**src/hw/rtl/pwfe_pkg.sv**
```systemverilog
// ----------------------------------------------------------------------------
// Plane-wave field evaluator package
// Shared types, constants and the CORDIC angle table.
// ----------------------------------------------------------------------------
package pwfe_pkg;

    localparam int SINE_ITERS_DEF = 16;
    localparam int ANG_TAB_LEN    = 24;
    localparam int DIV_STEPS      = 64;
    localparam int FIFO_DEPTH     = 4;

    localparam logic [2:0] REG_FREQUENCY  = 3'd0;
    localparam logic [2:0] REG_WAVELENGTH = 3'd1;
    localparam logic [2:0] REG_AMP_E      = 3'd2;
    localparam logic [2:0] REG_AMP_B      = 3'd3;
    localparam logic [2:0] REG_PHASE      = 3'd4;

    localparam logic [31:0] FREQ_RST  = 32'd65536;
    localparam logic [31:0] WAVE_RST  = 32'd65536;
    localparam logic [15:0] AMP_RST   = 16'd256;
    localparam logic [15:0] PHASE_RST = 16'd0;

    localparam logic signed [33:0] CORDIC_GAIN = 34'sd652032874;
    localparam logic signed [32:0] QUARTER     = 33'sd1073741824;
    localparam logic signed [32:0] HALF        = 33'sd2147483648;

    typedef struct packed {
        logic [31:0] frequency;
        logic [31:0] wavelength;
        logic [15:0] amp_e;
        logic [15:0] amp_b;
        logic [15:0] phase_turns;
    } cfg_t;

    function automatic logic [31:0] ang_tab(input logic [4:0] idx);
        logic [31:0] v;
        case (idx)
            5'd0:  v = 32'h20000000;
            5'd1:  v = 32'h12E4051E;
            5'd2:  v = 32'h09FB385B;
            5'd3:  v = 32'h051111D4;
            5'd4:  v = 32'h028B0D43;
            5'd5:  v = 32'h0145D7E1;
            5'd6:  v = 32'h00A2F61E;
            5'd7:  v = 32'h00517C55;
            5'd8:  v = 32'h0028BE53;
            5'd9:  v = 32'h00145F2F;
            5'd10: v = 32'h000A2F98;
            5'd11: v = 32'h000517CC;
            5'd12: v = 32'h00028BE6;
            5'd13: v = 32'h000145F3;
            5'd14: v = 32'h0000A2F9;
            5'd15: v = 32'h0000517D;
            5'd16: v = 32'h000028BE;
            5'd17: v = 32'h0000145F;
            5'd18: v = 32'h00000A30;
            5'd19: v = 32'h00000518;
            5'd20: v = 32'h0000028C;
            5'd21: v = 32'h00000146;
            5'd22: v = 32'h000000A3;
            5'd23: v = 32'h00000051;
            default: v = 32'h00000000;
        endcase
        return v;
    endfunction

endpackage

```
**src/hw/rtl/pwfe_queue.sv**
```systemverilog
// ----------------------------------------------------------------------------
// Phase queue
// Short FIFO of phase angles between the front end and the sine back end.
// ----------------------------------------------------------------------------
module pwfe_queue (
    input  logic        clk,
    input  logic        rst_n,
    input  logic        push,
    input  logic [31:0] wdata,
    input  logic        pop,
    output logic [31:0] rdata,
    output logic        full,
    output logic        empty
);

    localparam int D  = pwfe_pkg::FIFO_DEPTH;
    localparam int AW = $clog2(D);

    logic [31:0]   mem [0:D-1];
    logic [AW-1:0] wp_reg;
    logic [AW-1:0] rp_reg;
    logic [AW:0]   cnt_reg;

    assign full  = (cnt_reg == (AW+1)'(D));
    assign empty = (cnt_reg == '0);
    assign rdata = mem[rp_reg];

    always_ff @(posedge clk or negedge rst_n)
    begin
        if (!rst_n)
        begin
            wp_reg  <= '0;
            rp_reg  <= '0;
            cnt_reg <= '0;
        end
        else
        begin
            if (push)
            begin
                wp_reg <= wp_reg + 1'b1;
            end
            if (pop)
            begin
                rp_reg <= rp_reg + 1'b1;
            end
            if (push && !pop)
            begin
                cnt_reg <= cnt_reg + 1'b1;
            end
            else if (pop && !push)
            begin
                cnt_reg <= cnt_reg - 1'b1;
            end
        end
    end

    always_ff @(posedge clk)
    begin
        if (push)
        begin
            mem[wp_reg] <= wdata;
        end
    end

endmodule

```
**config.mk**
```make
export PLATFORM = sky130hd
export DESIGN_NAME = pwfe_queue
export DESIGN_NICKNAME = d
export VERILOG_FILES = /design/src/hw/rtl/pwfe_pkg.sv /design/src/hw/rtl/pwfe_queue.sv
export SDC_FILE = /design/constraint.sdc
export NUM_CORES = 1
export LEC_CHECK = 0
export ABC_CLOCK_PERIOD_IN_PS = 1700
export BUFFER_PORTS_ARGS = -buffer_cell sky130_fd_sc_hd__buf_2
export CORE_MARGIN = 2
export CORE_UTILIZATION = 50
export DETAILED_ROUTE_END_ITERATION = 10
export PLACE_DENSITY = 0.75
export SLEW_MARGIN = 20
export SYNTH_ARGS = -nofsm -noshare
export SYNTH_HDL_FRONTEND = slang
export SYNTH_SLANG_ARGS = --single-unit
```
**constraint.sdc**
```tcl
create_clock -name clk -period 1.7 [get_ports clk]
set_input_delay 0.34 -clock clk [delete_from_list [all_inputs] [get_ports clk]]
set_output_delay 0.34 -clock clk [all_outputs]
set_load 0.02 [all_outputs]
```
==> results.ini <==
[run_status]
status = finished, violations left
violations = setup timing

[layout]
antenna_cells = 0
stdcell_area_um2 = 6560
largest_reg_flops = 128
fin_util_pct = 66.8
area_growth_pct = 29.7
drive_gt1_share_pct = 51.4
stdcell_count = 450
layout.nets = 346

[worst_setup_path]
cp_max_fo = 7
worstPathCellList = buf_12, buf_12, mux4_2, buf_6
start_kind = flip-flop
r2r_slack_ns = 0.15
crit_start = rp_reg[0]$_DFFE_PN0P_
endpoint_kind = output port
cp.required_ns = 1.36
critPathArrivalTime_ns = 1.83
cp_slowest_cell = mux4_2
reg2regPathDepth = 5
cp-endpoint = rdata[27]
max_stage_delay_ns = 0.53
reg2reg_to = cnt_reg[2]$_DFFE_PN0P_
cp_common_cell = buf_12
worstSetupPathType = flip-flop to output port
r2r_start = cnt_reg[0]$_DFFE_PN0P_

[logic_synthesis]
synth.top_cell.area_share_pct = 76.0
netlist_top_cells_count = edfxtp_1 (128), mux4_2 (28), dfrtp_1 (7)
syn_inst = 202
seq_area_frac_synth_pct = 79.4
synthArstFlopShare_pct = 5.19
synth_edf_count = 128
synthFlopType = edfxtp_1
ys_ff_latch = 135
ys_types = 20
synth_nets = 244
synth_area_leader_cell = edfxtp_1
yosysMostFrequentCell = edfxtp_1
synthTopCellsByArea = edfxtp_1 (76%), mux4_2 (12%), dfrtp_1 (3.5%), mux4_1 (2.1%), ha_1 (1.2%)
syn_avg_cell_area_um2 = 25.0
yosysWarnings = 0
syn-cell-area_um2 = 5060

[timing]
setup_viol = 32
slew_headroom_pct = 81.2
drv_slew = 0
post-route-period-util_pct = 128
worst_slew_pin_slew_ns = 0.282
fin_crit_ns = 2.17
rsz0062_at_grt = yes
fmax_mhz = 461
layout_setup_ws_ns = -0.470
clock_skew_ns = 0.00779
tns_ns = -14.47
hold_viol = 0

[drt]
drt_iter0_markers = 109
wire_per_inst_um = 19.1
dr.pass1.iters = 4
postRouteAntennaNets = 0
remaining_drc_errors = 0
avgViaCountPerCell = 5.21
routed_wirelength_mm = 8.60
vias = 2344

[die]
pin_count = 70
die_w_um = 105
die_height_um = 105
rows = 36
core_area_um2 = 9820
dieArea_um2 = 10900
start_util_pct = 51.5

[global_route]
grtUsageMet3_pct = 6.11
grt_pass1_wl_mm = 13.9
antenna_found_initial = 0
grt-ovfl-total = 0
met1_usage_pct = 23.1
grt_pass1_vias = 2542
grt_usage_pct = 17.4
top_usage_layer = met2
use_met2_pct = 26.9
grt_max_degree = 21

[placement]
placed_cells = 411
pre_cts_ws_ns = 0.0187
dpl_cell_area_um2 = 5700
dp_hpwl_mm = 5.20
port_buffers = 69
gp_congestion = 0.662

[cts]
cts_buffer_depth = 2
h-tree-depth = 4
clk_pin_slew_ns = 0.06
cts.sinks = 135
cts-root-buf = clkbuf_8
cts_tree = built
clock_latency_ns = 0.51
cts_buffers = 17

[worst_hold_path]
min-delay-path-class = primary input to flip-flop

[run]
cap_violations = 0

[power_and_ir_drop]
irDropWorstVdd_uv = 1080
p_per_area_nw_per_um2 = 1900
p_leak_nw = 2.33

[how the worst min path moves through the flow]
stage              start                endpoint  slack, ns  cells after the start
6_report       wdata[10]    mem[3][10]$_DFFE_PP_       0.05                      1
5_1_grt        wdata[17]    mem[0][17]$_DFFE_PP_       0.02                      1
4_1_cts        wdata[15]    mem[3][15]$_DFFE_PP_       0.03                      1
3_5_place_dp       rst_n  cnt_reg[1]$_DFFE_PN0P_       0.19                      1
3_3_place_gp       rst_n  cnt_reg[2]$_DFFE_PN0P_       0.18                      1
2_1_floorplan      rst_n  cnt_reg[0]$_DFFE_PN0P_       0.04                      0
[logic make-up after synthesis]
kind of cell             after synthesis  synth area share [%]
adder cells (fa/ha/maj)                6                  1.63
AO/OA/AOI/OAI                          1                0.0988
multiplexers                          33                  14.8
flip-flops                           135                  79.4
XOR/XNOR                               6                  1.04
buffers and inverters                 12                  2.08
AND/OR/NAND/NOR                        9                 0.964
[metal layers]
layer,vias to the layer above,share of wire [%]
met3,12,4.5
met2,57,50
li1,1053,-
met1,1222,44
met5,-,0
met4,0,1.3
[cells in the final DEF (no fill, tap or decap)]
cell type	instances
edfxtp_1	128
buf_2	35
buf_6	33
mux4_2	32
clkbuf_16	16
buf_12	11
buf_4	10
clkinvlp_4	6
ha_1	5
inv_1	4
and2_2	4
xor2_1	4
inv_6	4
dfrtp_1	4
clkinv_2	3
dfrtp_2	3
xnor2_1	2
nand2_1	2
nor3_2	1
nor3b_2	1
mux2_2	1
o21ai_0	1
nor2_1	1
fa_1	1
clkbuf_8	1
clkinv_1	1
bufinv_16	1
buf_16	1
dlygate4sd3_1	1
[where the power goes]
part           total [W]  internal, W  leakage [nW]  switching, W
Clock            0.00330      0.00194         0.251       0.00136
Sequential       0.00458      0.00437          1.25      0.000211
Combinational    0.00460      0.00245         0.824       0.00215
Total             0.0125      0.00876          2.33       0.00372
[cell type report]
type,count,area [µm²]
fillers,656,3260
clock inverters,15,129
flip-flops and latches,135,4020
clock buffers,17,414
inverters,4,15.0
repair buffers,91,880
multi-input cells,55,936
well taps,133,166
[critical path: cells and delay by family, from the launching register on]
kind / cells / cell delay (ns)
multiplexers: 1 / 0.53
buffers and inverters: 3 / 0.40
flip-flops: 1 / 0.39
[stage by stage]
step / total power, W / hold slack [ns]
after CTS: 0.0124 / 0.0252
after floorplan: 0.00707 / 0.0444
after detailed placement: 0.00825 / 0.187
final: 0.0125 / 0.0465
after global routing: 0.0130 / 0.0187
after global placement: 0.00819 / 0.182
[what timing repair did]
action                                  4_1_cts  5_1_grt
setup buffers                                 4        1
hold endpoints to repair                      7        0
resized for setup                            66       15
endpoints found under the setup margin       34       33
cloned                                        1        0
hold buffers                                  1        0
Power figures use the tool's default switching activity.
